===== src/rtl/bsf_pkg.sv =====
package bsf_pkg;

   localparam int SAMPLE_BITS_DEF = 16;
   localparam int MAX_WINDOW_DEF  = 64;
   localparam int WIN_RESET       = 5;

   // window length field as it sits in the register
   localparam int CFG_BITS = 7;

   localparam int CSR_ADDR_BITS = 3;
   localparam int CSR_DATA_BITS = 32;
   localparam int CSR_IDX_BITS  = CSR_ADDR_BITS - 2;

   localparam logic [CSR_IDX_BITS-1:0] CSR_IDX_WINDOW = '0;

   // engine to output stage: a word is ready for the output register
   typedef struct packed {
      logic valid;
      logic last;
   } emit_type;

endpackage


===== src/rtl/bsf_if.sv =====
interface bsf_req_if #(
   parameter int SAMPLE_BITS = bsf_pkg::SAMPLE_BITS_DEF
);
   logic                          valid;
   logic                          ready;
   logic signed [SAMPLE_BITS-1:0] sample;
   logic                          last_sample;

   modport source (output valid, output sample, output last_sample, input ready);
   modport sink   (input valid, input sample, input last_sample, output ready);
endinterface

interface bsf_rsp_if #(
   parameter int SAMPLE_BITS = bsf_pkg::SAMPLE_BITS_DEF
);
   logic                          valid;
   logic                          ready;
   logic signed [SAMPLE_BITS-1:0] smoothed;
   logic                          last_output;

   modport source (output valid, output smoothed, output last_output, input ready);
   modport sink   (input valid, input smoothed, input last_output, output ready);
endinterface


===== src/rtl/bsf_divider.sv =====
module bsf_divider #(
   parameter int SAMPLE_BITS = bsf_pkg::SAMPLE_BITS_DEF,
   parameter int MAX_WINDOW  = bsf_pkg::MAX_WINDOW_DEF
) (
   input  logic                                                clock,
   input  logic                                                reset,
   input  logic                                                start,
   input  logic signed [SAMPLE_BITS+$clog2(MAX_WINDOW)-1:0]    dividend,
   input  logic        [$clog2(MAX_WINDOW+1)-1:0]              divisor,
   output logic                                                busy,
   output logic signed [SAMPLE_BITS-1:0]                       quotient
);

   localparam int SUM_BITS = SAMPLE_BITS + $clog2(MAX_WINDOW);
   localparam int WIN_BITS = $clog2(MAX_WINDOW + 1);
   localparam int CNT_BITS = $clog2(SAMPLE_BITS + 1);

   logic                   busy_ff, busy_in;
   logic [CNT_BITS-1:0]    cnt_ff, cnt_in;
   logic [WIN_BITS-1:0]    rem_ff, rem_in;
   logic [SAMPLE_BITS-1:0] shreg_ff, shreg_in;
   logic                   neg_ff, neg_in;

   logic [SUM_BITS-1:0]    magnitude;
   logic [WIN_BITS:0]      trial;
   logic                   qbit;

   always_comb begin
      busy_in   = busy_ff;
      cnt_in    = cnt_ff;
      rem_in    = rem_ff;
      shreg_in  = shreg_ff;
      neg_in    = neg_ff;
      magnitude = dividend[SUM_BITS-1] ? SUM_BITS'(-dividend) : SUM_BITS'(dividend);
      trial     = {rem_ff, shreg_ff[SAMPLE_BITS-1]};
      qbit      = (trial >= {1'b0, divisor});
      if (start) begin
         // top part of the magnitude is already below the divisor
         busy_in  = 1'b1;
         cnt_in   = CNT_BITS'(SAMPLE_BITS);
         rem_in   = WIN_BITS'(magnitude[SUM_BITS-1:SAMPLE_BITS]);
         shreg_in = magnitude[SAMPLE_BITS-1:0];
         neg_in   = dividend[SUM_BITS-1];
      end else if (busy_ff) begin
         rem_in   = qbit ? WIN_BITS'(trial - {1'b0, divisor}) : WIN_BITS'(trial);
         shreg_in = {shreg_ff[SAMPLE_BITS-2:0], qbit};
         cnt_in   = cnt_ff - CNT_BITS'(1);
         busy_in  = (cnt_ff != CNT_BITS'(1));
      end
   end

   always_ff @(posedge clock) begin
      if (reset) begin
         busy_ff <= 1'b0;
         cnt_ff  <= '0;
      end else begin
         busy_ff <= busy_in;
         cnt_ff  <= cnt_in;
      end
      rem_ff   <= rem_in;
      shreg_ff <= shreg_in;
      neg_ff   <= neg_in;
   end

   assign busy     = busy_ff;
   assign quotient = neg_ff ? $signed(-shreg_ff) : $signed(shreg_ff);

endmodule


===== src/rtl/bsf_engine.sv =====
module bsf_engine #(
   parameter int SAMPLE_BITS = bsf_pkg::SAMPLE_BITS_DEF,
   parameter int MAX_WINDOW  = bsf_pkg::MAX_WINDOW_DEF
) (
   input  logic                                              clock,
   input  logic                                              reset,
   input  logic [$clog2(MAX_WINDOW+1)-1:0]                   window,
   input  logic                                              frame_clear,
   input  logic                                              req_valid,
   input  logic signed [SAMPLE_BITS-1:0]                     req_sample,
   input  logic                                              req_last,
   output logic                                              req_ready,
   output logic                                              div_start,
   output logic signed [SAMPLE_BITS+$clog2(MAX_WINDOW)-1:0]  div_dividend,
   input  logic                                              div_busy,
   input  logic                                              slot_free,
   output bsf_pkg::emit_type                                 emit
);

   localparam int SUM_BITS  = SAMPLE_BITS + $clog2(MAX_WINDOW);
   localparam int WIN_BITS  = $clog2(MAX_WINDOW + 1);
   localparam int PTR_BITS  = $clog2(MAX_WINDOW);
   localparam int DIFF_BITS = WIN_BITS + 1;
   localparam logic [DIFF_BITS-1:0] RING_SIZE = DIFF_BITS'(MAX_WINDOW);

   typedef enum logic [3:0] {
      S_IDLE   = 4'b0001,
      S_UPDATE = 4'b0010,
      S_FSTART = 4'b0100,
      S_DIV    = 4'b1000
   } eng_state_type;

   eng_state_type state_ff, state_in;

   logic signed [SUM_BITS-1:0]    sum_ff, sum_in;
   logic [WIN_BITS-1:0]           fc_ff, fc_in;
   logic [PTR_BITS-1:0]           wp_ff, wp_in;
   logic signed [SAMPLE_BITS-1:0] x_ff, x_in;
   logic                          last_ff, last_in;
   logic                          drop_ff, drop_in;
   logic                          flush_ff, flush_in;
   logic [WIN_BITS-1:0]           r_ff, r_in;
   logic [WIN_BITS-1:0]           k_ff, k_in;

   // delay line
   logic signed [SAMPLE_BITS-1:0] delay_mem_ff [MAX_WINDOW];
   logic signed [SAMPLE_BITS-1:0] rd_data_ff;
   logic                          mem_we;
   logic                          mem_re;
   logic [PTR_BITS-1:0]           mem_raddr;

   logic [WIN_BITS-1:0]  half, half_p1, after, fc_new, back_lag, k_next;
   logic [PTR_BITS-1:0]  wp_new, drop_addr, flush_addr;
   logic [DIFF_BITS-1:0] drop_diff, flush_diff;
   logic                 last_word;

   always_comb begin
      half    = window >> 1;
      half_p1 = half + WIN_BITS'(1);
      after   = window - WIN_BITS'(1) - half;
      fc_new  = (fc_ff == WIN_BITS'(MAX_WINDOW)) ? fc_ff : fc_ff + WIN_BITS'(1);
      wp_new  = (wp_ff == PTR_BITS'(MAX_WINDOW - 1)) ? '0 : wp_ff + PTR_BITS'(1);

      // ring slot of the sample leaving the window
      drop_diff = {1'b0, WIN_BITS'(wp_ff)} - {1'b0, window};
      drop_addr = drop_diff[DIFF_BITS-1] ? PTR_BITS'(drop_diff + RING_SIZE)
                                         : PTR_BITS'(drop_diff);

      // flush drops samples from the oldest side, counted back from the newest
      back_lag   = r_ff + after - WIN_BITS'(1) - k_ff;
      flush_diff = {1'b0, WIN_BITS'(wp_ff)} - DIFF_BITS'(1) - {1'b0, back_lag};
      flush_addr = flush_diff[DIFF_BITS-1] ? PTR_BITS'(flush_diff + RING_SIZE)
                                           : PTR_BITS'(flush_diff);

      k_next    = k_ff + WIN_BITS'(1);
      last_word = flush_ff && (k_next == r_ff);
   end

   always_comb begin
      state_in  = state_ff;
      sum_in    = sum_ff;
      fc_in     = fc_ff;
      wp_in     = wp_ff;
      x_in      = x_ff;
      last_in   = last_ff;
      drop_in   = drop_ff;
      flush_in  = flush_ff;
      r_in      = r_ff;
      k_in      = k_ff;
      mem_we    = 1'b0;
      mem_re    = 1'b0;
      mem_raddr = drop_addr;
      div_start = 1'b0;
      emit      = '{valid: 1'b0, last: 1'b0};
      req_ready = (state_ff == S_IDLE);

      unique case (state_ff)
         S_IDLE: begin
            if (req_valid) begin
               // write the new sample and fetch the one leaving together
               mem_we   = 1'b1;
               mem_re   = 1'b1;
               x_in     = req_sample;
               last_in  = req_last;
               drop_in  = (fc_ff >= window);
               state_in = S_UPDATE;
            end
         end
         S_UPDATE: begin
            sum_in   = sum_ff + SUM_BITS'(x_ff)
                       - (drop_ff ? SUM_BITS'(rd_data_ff) : '0);
            fc_in    = fc_new;
            wp_in    = wp_new;
            flush_in = last_ff;
            r_in     = (fc_new < half_p1) ? fc_new : half_p1;
            k_in     = '0;
            if (last_ff || (fc_new >= half_p1)) begin
               state_in = S_FSTART;
            end else begin
               state_in = S_IDLE;
            end
         end
         S_FSTART: begin
            div_start = 1'b1;
            mem_re    = flush_ff;
            mem_raddr = flush_addr;
            state_in  = S_DIV;
         end
         S_DIV: begin
            if (!div_busy && slot_free) begin
               emit = '{valid: 1'b1, last: last_word};
               priority if (!flush_ff) begin
                  state_in = S_IDLE;
               end else if (last_word) begin
                  sum_in   = '0;
                  fc_in    = '0;
                  wp_in    = '0;
                  state_in = S_IDLE;
               end else begin
                  if (back_lag < fc_ff) begin
                     sum_in = sum_ff - SUM_BITS'(rd_data_ff);
                  end
                  k_in     = k_next;
                  state_in = S_FSTART;
               end
            end
         end
         default: begin
            state_in = S_IDLE;
         end
      endcase

      // a window length write starts a new frame
      if (frame_clear) begin
         sum_in = '0;
         fc_in  = '0;
         wp_in  = '0;
      end
   end

   always_ff @(posedge clock) begin
      if (reset) begin
         state_ff <= S_IDLE;
         sum_ff   <= '0;
         fc_ff    <= '0;
         wp_ff    <= '0;
         flush_ff <= 1'b0;
      end else begin
         state_ff <= state_in;
         sum_ff   <= sum_in;
         fc_ff    <= fc_in;
         wp_ff    <= wp_in;
         flush_ff <= flush_in;
      end
      x_ff    <= x_in;
      last_ff <= last_in;
      drop_ff <= drop_in;
      r_ff    <= r_in;
      k_ff    <= k_in;
   end

   // read-first: with a full-length window the slot read is the one written
   always_ff @(posedge clock) begin
      if (mem_we) begin
         delay_mem_ff[wp_ff] <= req_sample;
      end
      if (mem_re) begin
         rd_data_ff <= delay_mem_ff[mem_raddr];
      end
   end

   assign div_dividend = sum_ff;

endmodule


===== src/rtl/boxcar_smoothing_filter_top.sv =====
// channel   direction  payload                        handshake
// req_if    in         sample, last_sample            valid / ready
// rsp_if    out        smoothed, last_output          valid / ready
// csr_*     in         window_length at byte addr 0   apb write, pready tied high
//
// a sample that gives no word passes through update and back to idle; one that
// gives a word also waits for the shift-subtract divider (one quotient bit a cycle).
// the end-of-frame flush runs the divider again for each further word.
// synchronous reset: window back to 5, frame cleared, delay line left as is.
// a finished word waits in the output register while the next sample is taken;
// the engine only stalls when a second word is ready before the first is taken.
module boxcar_smoothing_filter_top #(
   parameter int SAMPLE_BITS = bsf_pkg::SAMPLE_BITS_DEF,
   parameter int MAX_WINDOW  = bsf_pkg::MAX_WINDOW_DEF
) (
   input  logic                               clock,
   input  logic                               reset,
   bsf_req_if.sink                            req_if,
   bsf_rsp_if.source                          rsp_if,
   input  logic                               csr_psel,
   input  logic                               csr_penable,
   input  logic                               csr_pwrite,
   input  logic [bsf_pkg::CSR_ADDR_BITS-1:0]  csr_paddr,
   input  logic [bsf_pkg::CSR_DATA_BITS-1:0]  csr_pwdata,
   output logic [bsf_pkg::CSR_DATA_BITS-1:0]  csr_prdata,
   output logic                               csr_pready
);

   localparam int SUM_BITS = SAMPLE_BITS + $clog2(MAX_WINDOW);
   localparam int WIN_BITS = $clog2(MAX_WINDOW + 1);
   localparam int WIN_INIT = (bsf_pkg::WIN_RESET > MAX_WINDOW) ? MAX_WINDOW
                                                                : bsf_pkg::WIN_RESET;

   logic [WIN_BITS-1:0]             win_ff, win_in;
   logic [bsf_pkg::CFG_BITS-1:0]    cfg_val;
   logic                            cfg_wr;
   logic                            csr_hit;

   logic                            div_start;
   logic signed [SUM_BITS-1:0]      div_dividend;
   logic                            div_busy;
   logic signed [SAMPLE_BITS-1:0]   div_quotient;
   bsf_pkg::emit_type               emit;
   logic                            slot_free;

   logic                            rsp_valid_ff, rsp_valid_in;
   logic signed [SAMPLE_BITS-1:0]   rsp_smoothed_ff;
   logic                            rsp_last_ff;

   // window length register
   always_comb begin
      csr_hit = (csr_paddr[bsf_pkg::CSR_ADDR_BITS-1:2] == bsf_pkg::CSR_IDX_WINDOW);
      cfg_wr  = csr_psel && csr_penable && csr_pwrite && csr_hit;
      cfg_val = csr_pwdata[bsf_pkg::CFG_BITS-1:0];
      win_in  = win_ff;
      if (cfg_wr) begin
         priority if (cfg_val == '0) begin
            win_in = WIN_BITS'(1);
         end else if (cfg_val > bsf_pkg::CFG_BITS'(MAX_WINDOW)) begin
            win_in = WIN_BITS'(MAX_WINDOW);
         end else begin
            win_in = WIN_BITS'(cfg_val);
         end
      end
   end

   always_ff @(posedge clock) begin
      if (reset) begin
         win_ff <= WIN_BITS'(WIN_INIT);
      end else begin
         win_ff <= win_in;
      end
   end

   assign csr_prdata = csr_hit ? bsf_pkg::CSR_DATA_BITS'(win_ff) : '0;
   assign csr_pready = 1'b1;

   bsf_engine #(
      .SAMPLE_BITS (SAMPLE_BITS),
      .MAX_WINDOW  (MAX_WINDOW)
   ) u_engine (
      .clock        (clock),
      .reset        (reset),
      .window       (win_ff),
      .frame_clear  (cfg_wr),
      .req_valid    (req_if.valid),
      .req_sample   (req_if.sample),
      .req_last     (req_if.last_sample),
      .req_ready    (req_if.ready),
      .div_start    (div_start),
      .div_dividend (div_dividend),
      .div_busy     (div_busy),
      .slot_free    (slot_free),
      .emit         (emit)
   );

   bsf_divider #(
      .SAMPLE_BITS (SAMPLE_BITS),
      .MAX_WINDOW  (MAX_WINDOW)
   ) u_divider (
      .clock    (clock),
      .reset    (reset),
      .start    (div_start),
      .dividend (div_dividend),
      .divisor  (win_ff),
      .busy     (div_busy),
      .quotient (div_quotient)
   );

   // output register
   assign slot_free = !rsp_valid_ff || rsp_if.ready;

   always_comb begin
      rsp_valid_in = rsp_valid_ff;
      if (emit.valid) begin
         rsp_valid_in = 1'b1;
      end else if (rsp_if.ready) begin
         rsp_valid_in = 1'b0;
      end
   end

   always_ff @(posedge clock) begin
      if (reset) begin
         rsp_valid_ff <= 1'b0;
      end else begin
         rsp_valid_ff <= rsp_valid_in;
      end
      if (emit.valid) begin
         rsp_smoothed_ff <= div_quotient;
         rsp_last_ff     <= emit.last;
      end
   end

   assign rsp_if.valid       = rsp_valid_ff;
   assign rsp_if.smoothed    = rsp_smoothed_ff;
   assign rsp_if.last_output = rsp_last_ff;

endmodule


===== src/flat_wrapper.sv =====
// flat-port wrapper written by rule: the top's interface ports become plain ports
module boxcar_smoothing_filter_top_flat 
#(
   parameter int SAMPLE_BITS = bsf_pkg::SAMPLE_BITS_DEF,
   parameter int MAX_WINDOW  = bsf_pkg::MAX_WINDOW_DEF
)
  (clock, reset, csr_psel, csr_penable, csr_pwrite, csr_paddr, csr_pwdata, csr_prdata, csr_pready, req_if_valid, req_if_sample, req_if_last_sample, req_if_ready, rsp_if_valid, rsp_if_smoothed, rsp_if_last_output, rsp_if_ready);
  bsf_req_if #(.SAMPLE_BITS(SAMPLE_BITS)) req_if_i ();
  bsf_rsp_if #(.SAMPLE_BITS(SAMPLE_BITS)) rsp_if_i ();
  input  logic clock;
  input  logic reset;
  input  logic csr_psel;
  input  logic csr_penable;
  input  logic csr_pwrite;
  input  logic [bsf_pkg::CSR_ADDR_BITS-1:0] csr_paddr;
  input  logic [bsf_pkg::CSR_DATA_BITS-1:0] csr_pwdata;
  output logic [bsf_pkg::CSR_DATA_BITS-1:0] csr_prdata;
  output logic csr_pready;
  input wire logic [$bits(req_if_i.valid)-1:0] req_if_valid;
  input wire logic [$bits(req_if_i.sample)-1:0] req_if_sample;
  input wire logic [$bits(req_if_i.last_sample)-1:0] req_if_last_sample;
  output wire logic [$bits(req_if_i.ready)-1:0] req_if_ready;
  output wire logic [$bits(rsp_if_i.valid)-1:0] rsp_if_valid;
  output wire logic [$bits(rsp_if_i.smoothed)-1:0] rsp_if_smoothed;
  output wire logic [$bits(rsp_if_i.last_output)-1:0] rsp_if_last_output;
  input wire logic [$bits(rsp_if_i.ready)-1:0] rsp_if_ready;
  assign req_if_i.valid = req_if_valid;
  assign req_if_i.sample = req_if_sample;
  assign req_if_i.last_sample = req_if_last_sample;
  assign req_if_ready = req_if_i.ready;
  assign rsp_if_valid = rsp_if_i.valid;
  assign rsp_if_smoothed = rsp_if_i.smoothed;
  assign rsp_if_last_output = rsp_if_i.last_output;
  assign rsp_if_i.ready = rsp_if_ready;
  boxcar_smoothing_filter_top #(.SAMPLE_BITS(SAMPLE_BITS), .MAX_WINDOW(MAX_WINDOW)) u_core (.clock(clock), .reset(reset), .req_if(req_if_i), .rsp_if(rsp_if_i), .csr_psel(csr_psel), .csr_penable(csr_penable), .csr_pwrite(csr_pwrite), .csr_paddr(csr_paddr), .csr_pwdata(csr_pwdata), .csr_prdata(csr_prdata), .csr_pready(csr_pready));
endmodule

===== config.mk =====
export PLATFORM = sky130hd
export DESIGN_NAME = boxcar_smoothing_filter_top_flat
export DESIGN_NICKNAME = d
export VERILOG_FILES = /design/src/rtl/bsf_pkg.sv /design/src/rtl/bsf_if.sv /design/src/rtl/bsf_divider.sv /design/src/rtl/bsf_engine.sv /design/src/rtl/boxcar_smoothing_filter_top.sv /design/src/flat_wrapper.sv
export SDC_FILE = /design/constraint.sdc
export NUM_CORES = 2
export LEC_CHECK = 0
export BUFFER_PORTS_ARGS = -buffer_cell sky130_fd_sc_hd__clkbuf_2
export CAP_MARGIN = 20
export CORE_MARGIN = 2
export CORE_UTILIZATION = 60
export DETAILED_ROUTE_END_ITERATION = 7
export PLACE_DENSITY = 0.77
export REMOVE_ABC_BUFFERS = 1
export SLEW_MARGIN = 20
export SYNTH_ARGS = -nofsm -noshare
export SYNTH_HDL_FRONTEND = slang
export SYNTH_HIERARCHICAL = 1
export SYNTH_SLANG_ARGS = --single-unit
export TNS_END_PERCENT = 1

===== constraint.sdc =====
create_clock -name clock -period 6.5 [get_ports clock]
set_clock_uncertainty 0.2 [all_clocks]
set_input_delay 0.325 -clock clock [delete_from_list [all_inputs] [get_ports clock]]
set_output_delay 0.325 -clock clock [all_outputs]
set_load 0.05 [all_outputs]

Word level (Yosys, flattened, before mapping):

Memories as Yosys holds them, arrays and structs flattened. A register that Yosys moved wholly into a read port is not among the register bits.
Index checks and enable logic that the tools add are counted.

* bits of input ports: 59
* RAM bits: 1024
* register bits after elaboration: 127
* memories kept: 1
* word-level logic and storage cells: 139
* output and inout port bits: 52

Memories
* u_core.u_engine.delay_mem_ff: words 64, bits a word 16, rd ports 1, clocked after Yosys merged registers in 1, wr ports 1, line bsf_engine.sv:46 `logic signed [SAMPLE_BITS-1:0] delay_mem_ff [MAX_WINDOW];`

* order comparisons: 6
* reduce and logical (&&, ||, !) cells: 21
* add/sub/neg operators: 21
* equal/unequal tests: 14
* muxes and demuxes: 54
* bitwise gates (word level): 1

Operator list (number)
* 22-bit two-way mux: 6
* 7-bit two-way mux: 12
* 6-bit two-way mux: 9
* 16-bit two-way mux: 3
* 22-bit case mux with 2 select lines: 1
* 7-bit case mux with 2 select lines: 2
* 22-bit adder: 1
* 22-bit negation: 1
* 22-bit by 16-bit subtractor with 22-bit output: 1
* 22-bit subtractor: 1
* 6-bit by 1-bit adder with 6-bit output, second input constant: 3
* 16-bit negation: 1
* 4-bit case mux with 4 select lines: 1
* 7-bit by 1-bit adder with 7-bit output, second input constant: 2
* 7-bit greater-or-equal comparator: 2
* 7-bit less-than comparator: 2
* 7-bit by 1-bit subtractor with 7-bit output, second input constant: 2
* 7-bit subtractor: 2
* 6-bit case mux with 2 select lines: 1
* 4-bit AND reduction: 3
* 5-bit two-way mux: 2
* 2-bit inequality test, second input constant: 5
* 1-bit two-way mux: 9
* 3-bit two-way mux: 3
* 29 further kinds: 42

Longest topological paths before layout:

* word-level depth: 11
* depth in mapped cells: 18
* mapped depth without buffers: 15

Hierarchy:

The synthesis kept the hierarchy.

Modules (own cells, without submodules)
* bsf_engine: times used 1, cells an instance 3881, area each 49058.3 sq um, sequential area each 32991.6 sq um
* bsf_divider: times used 1, cells an instance 268, area each 2436.1 sq um, sequential area each 830.8 sq um
* boxcar_smoothing_filter_top: times used 1, cells an instance 88, area each 1103.6 sq um, sequential area each 670.6 sq um

Worst setup path after synthesis:

Ideal clock, no wire load.

* path type: register to register
* start: reg u_core.win_ff[1]
* end: reg u_core.u_engine.rd_data_ff[1], read port of u_core.u_engine.delay_mem_ff (data pin)
* stages on the path, launching flop included: 18
* buffers on the path: 2
* path slack: 1680 ps
* setup time: 283 ps
* period minus slack after synthesis: 4820 ps
* arrival time: 4337 ps
* required time: 6017 ps
* cell sequence: dfxtp_1 inv_1 fa_1 fa_1 ha_1 fa_1 xor2_1 inv_1 ha_1 a21boi_0 or3_1 nand3_1 nor4bb_1 clkbuf_1 clkbuf_1 o211ai_1 nand4_1 mux2i_1

* word-level cells in the longest chain between the ends: 9
* elaborated cells on any way between the ends: 12
* those cells by class: add/sub (9); mux (3)

Ends and longest elaborated chain
* start, declared: line boxcar_smoothing_filter_top.sv:34 `logic [WIN_BITS-1:0] win_ff, win_in;`
* start signal, assigned: line boxcar_smoothing_filter_top.sv:69 `win_ff <= WIN_BITS'(WIN_INIT);`
* start signal, assigned: line boxcar_smoothing_filter_top.sv:71 `win_ff <= win_in;`
* 7-bit by 1-bit subtractor with 7-bit output: line bsf_engine.sv:60 `after = window - WIN_BITS'(1) - half;`
* 7-bit by 6-bit subtractor with 7-bit output: line bsf_engine.sv:60
* 7-bit adder: line bsf_engine.sv:70 `back_lag = r_ff + after - WIN_BITS'(1) - k_ff;`
* 7-bit by 1-bit subtractor with 7-bit output: line bsf_engine.sv:70
* 7-bit subtractor: line bsf_engine.sv:70
* 8-bit by 7-bit subtractor with 8-bit output: line bsf_engine.sv:71 `flush_diff = {1'b0, WIN_BITS'(wp_ff)} - DIFF_BITS'(1) - {1'b0, back_lag};`
* 6-bit by 1-bit adder with 6-bit output: line bsf_engine.sv:72 `flush_addr = flush_diff[DIFF_BITS-1] ? PTR_BITS'(flush_diff + RING_SIZE)`
* 6-bit two-way mux: line bsf_engine.sv:72
* 6-bit two-way mux *: line bsf_engine.sv:97 `unique case (state_ff)`
* end, declared: line bsf_engine.sv:47 `logic signed [SAMPLE_BITS-1:0] rd_data_ff;`

Mark *: on every way between the ends. The rest lies on a longest branch, timed or not.
A chain may end at the register's enable or synchronous reset.

Worst setup path after layout:

* start: reg u_core.win_ff[1]
* end: reg u_core.u_engine.rd_data_ff[8], read port of u_core.u_engine.delay_mem_ff (data pin)

Same word-level chain as after synthesis.

==> impl_metrics.ini <==
[cts]
clock_tree_from_tritoncts = done
clk_root_buffer_cell = clkbuf_16
h-tree-depth = 3
clock_sinks = 1167
cts-buffers-inserted = 114
cts.path.max_buffers = 3
cts_resized = 0
clk_transition_reported_paths_ns = 0.06
worstSkewPairLatency_ns = 0.73

[worst_setup_path]
cpLargestDelayFamily = adder cells
rrSetupSlack_ns = 0.57
timing.critical_path.mode_cell = fa_1
max_fanout_on_critical_path = 57
required_ns = 6.83
category_of_the_worst_setup_path_capture_point = register
worst_r2r_path_depth = 16
setup.worst_path.class = register to register
wp_buf_inv = 3
critical_path.startpoint_type = register
arrival_time_of_data_at_the_critical_path_endpoint_ns = 6.27
critical-path-slowest-cell = fa_1
reg2reg_capture_point = u_core/u_engine/rd_data_ff[8]
crit_path_cell_trace = inv_1 -> fa_1 -> fa_1 -> ha_1 -> fa_1 -> inv_1 -> ha_1 -> xor2_1 -> mux2_8 -> buf_12 -> nand2_1 -> nand3_1 -> o21ai_0 -> o211ai_1 -> nand4_1 -> mux2i_1
critical_path.reg2reg.startpoint = u_core/win_ff[1]
worst_path_largest_cell_delay_ns = 0.62

[global_routing]
grt_pass1_vias = 33731
grt_start_max_net_pins = 131
number_of_antenna_violations_at_the_first_check_in_global_routing = 1
globalRouteTotalUtil_pct = 28.4
global_route.overflow_total = 0
grt_pass1_wl_um = 194000

[yosys]
netlist-cell-type-count = 85
syn-instance-count = 4237
synth_cell_count_leaders = 1112 x edfxtp_1, 1096 x nand2_1, 255 x nand3_1
yosysSeqAreaShare_pct = 65.6
postSynth.asyncResetShare_pct = 0
syn-cell-area_um2 = 52600
ys.warnings.count = 6
synth.most_common_cell = edfxtp_1
synth.ff_latch_count = 1167
synthTopCellsByArea = edfxtp_1 63%, nand2_1 7.8%, o211ai_1 2.8%
avg_cell_area_syn_um2 = 12.4
dominantRegCellSynth = edfxtp_1
top_cell_type_by_total_area_after_synthesis = edfxtp_1
synth.top_cell.area_share_pct = 63.5
synth-edff-count = 1112

[timing]
slew_violations = 0
post-route-min-period_ns = 5.93
fmaxAchievable_mhz = 169
timing.final.ws_setup_ns = 0.566
rsz0062_at_grt = false
setup_viol = 0
relSlewSlack_pct = 26.2
tns_ns = 0
tcrit_tclk_final_pct = 91.3
max_slew.worst_pin.slew_ns = 1.09
final_hold_violations = 0

[drt]
post-route-drc-count = 2
drtIter0Drc = 4330
drt_pre_antenna_iters = 8
route.vias.total = 34215
vias_per_cell = 6.09
drt_wl_total_um = 128000
wl_per_cell_um = 22.7
final_antenna_net_count = 0

[final_layout]
area_delta_synth_final_pct = 11.4
fin_nets = 4562
stdcell_area_um2 = 58600
final-instance-count-excl-fill = 5620
core_utilization_of_the_finished_layout_pct = 67.4
post_route_cells_drive_above_1_share_pct = 10.6

[floorplanning]
io_pins = 111
placementRows = 108
die_x_um = 300
floorplan.die.height_um = 300
start_util_pct = 60.5
die_area_um2 = 90000
core_box_area_um2 = 86900

[place]
port_buffers = 57
post_dp_cell_area_um2 = 54600
dp_cells = 5384
place_hpwl_um = 76100
routabilityCongestion = 0.926
dp_worst_setup_slack_ns = 0.737

[run_status]
failed_checks = DRC
outcome = finished with violations

[power_and_ir_drop]
peakVddDrop_uv = 248
leakagePower_nw = 21.6
p_per_area_nw_per_um2 = 290

[hold_path]
holdCritStartpoint = req_if_sample[7]
min_path_cells = 2
worstHoldPathType = input pin to register
hold_path_end = u_core/u_engine/delay_mem_ff[4][7]

[job]
timing.max_cap.violations = 0
## metal layers
metal  track usage, %  part of all wire, %  vias to the layer above
met3             4.56                  8.9                      278
met5                0                    0                        -
li1                 -                    -                    15541
met4             11.3                  3.9                        0
met1             37.9                   38                    16731
met2             47.2                   49                     1665
## state kept, by name, summed over array words and instances, names as in the netlist, 4 cells and up
signal / flops
u_core/u_divider/rem_ff: 7
u_core/u_divider/shreg_ff: 16
u_core/u_divider/cnt_ff: 5
u_core/rsp_if.smoothed: 16
u_core/u_engine/r_ff: 7
u_core/u_engine/x_ff: 16
u_core/u_engine/k_ff: 7
u_core/win_ff: 7
u_core/u_engine/wp_ff: 6
u_core/u_engine/state_ff: 4
u_core/u_engine/fc_ff: 7
u_core/u_engine/div_dividend: 22
u_core/u_engine/delay_mem_ff: 1024
u_core/u_engine/rd_data_ff: 16
## metrics by stage
step           power (mW)  hold WS (ns)
2_1_floorplan        10.0         0.194
3_3_place_gp         10.4         0.293
3_5_place_dp         10.4         0.304
4_1_cts              17.0        0.0660
5_1_grt              17.5        0.0992
6_report             17.0        0.0868
## where the power goes
group | total (mW) | switching (mW) | internal [mW]
registers | 8.32 | 0.0407 | 8.28
clock network | 6.66 | 2.82 | 3.84
logic | 1.99 | 1.30 | 0.687
total | 17.0 | 4.16 | 12.8
## placed cells by master (no fill, tap or decap), drive strengths merged, types with 17 or more instances in the layout
| cell type | n |
|---|---|
| edfxtp | 1112 |
| nand2 | 1096 |
| nand3 | 255 |
| clkbuf | 198 |
| o211ai | 196 |
| inv | 168 |
| o21ai | 167 |
| buf | 158 |
| nor2 | 152 |
| ha | 96 |
| a21oi | 84 |
| xnor2 | 72 |
| mux4 | 64 |
| dfxtp | 55 |
| clkinv | 49 |
| nand4 | 38 |
| fa | 37 |
| xor2 | 36 |
| mux2i | 35 |
| nor3 | 33 |
| a21o | 27 |
| nor2b | 26 |
| conb | 26 |
| dlygate4sd3 | 25 |
| and2 | 19 |
| nand2b | 18 |
| o31ai | 17 |
## timing repair
action | 4_1_cts | 5_1_grt
hold endpoints to repair | 20 | 0
hold buffers | 25 | 0
setup buffers | 0 | 0
## area by class of cell
type,instances,area (µm²)
Timing Repair Buffer,240,2000
Antenna cell,1,2.50
Clock buffer,141,2980
Sequential cell,1167,34500
Fill cell,5844,28300
Inverter,163,612
Clock inverter,69,771
Multi-Input combinational cell,2684,16300
Tap cell,1155,1450
## cells by family (layout without fill, tap and decap cells)
kind of cell | count (synthesis) | in the layout | synth area share [%]
buffers and inverters | 410 | 613 | 3.77
AO/OA/AOI/OAI | 602 | 602 | 7.62
multiplexers | 103 | 103 | 3.52
other | 2 | 27 | 0.0143
AND/OR/NAND/NOR | 1711 | 1711 | 14.0
XOR/XNOR | 109 | 109 | 1.84
adder cells (fa/ha/maj) | 133 | 133 | 3.69
flip-flops | 1167 | 1167 | 65.6
## worst max-delay path by stage
stage / startpoint / to / slack (ns) / depth (start not counted)
finish: u_core/win_ff[1] / u_core/u_engine/rd_data_ff[8] / 0.57 / 16
global route: u_core/win_ff[1] / u_core/u_engine/rd_data_ff[2] / 0.41 / 16
CTS: u_core/win_ff[1] / u_core/u_engine/rd_data_ff[4] / 0.67 / 17
detailed placement: u_core/win_ff[1] / u_core/u_engine/rd_data_ff[4] / 0.74 / 17
global placement: u_core/win_ff[1] / u_core/u_engine/rd_data_ff[4] / 0.78 / 17
floorplan: u_core/win_ff[1] / u_core/u_engine/rd_data_ff[0] / -12.50 / 15
No activity file was read; power rests on OpenSTA's default activity.
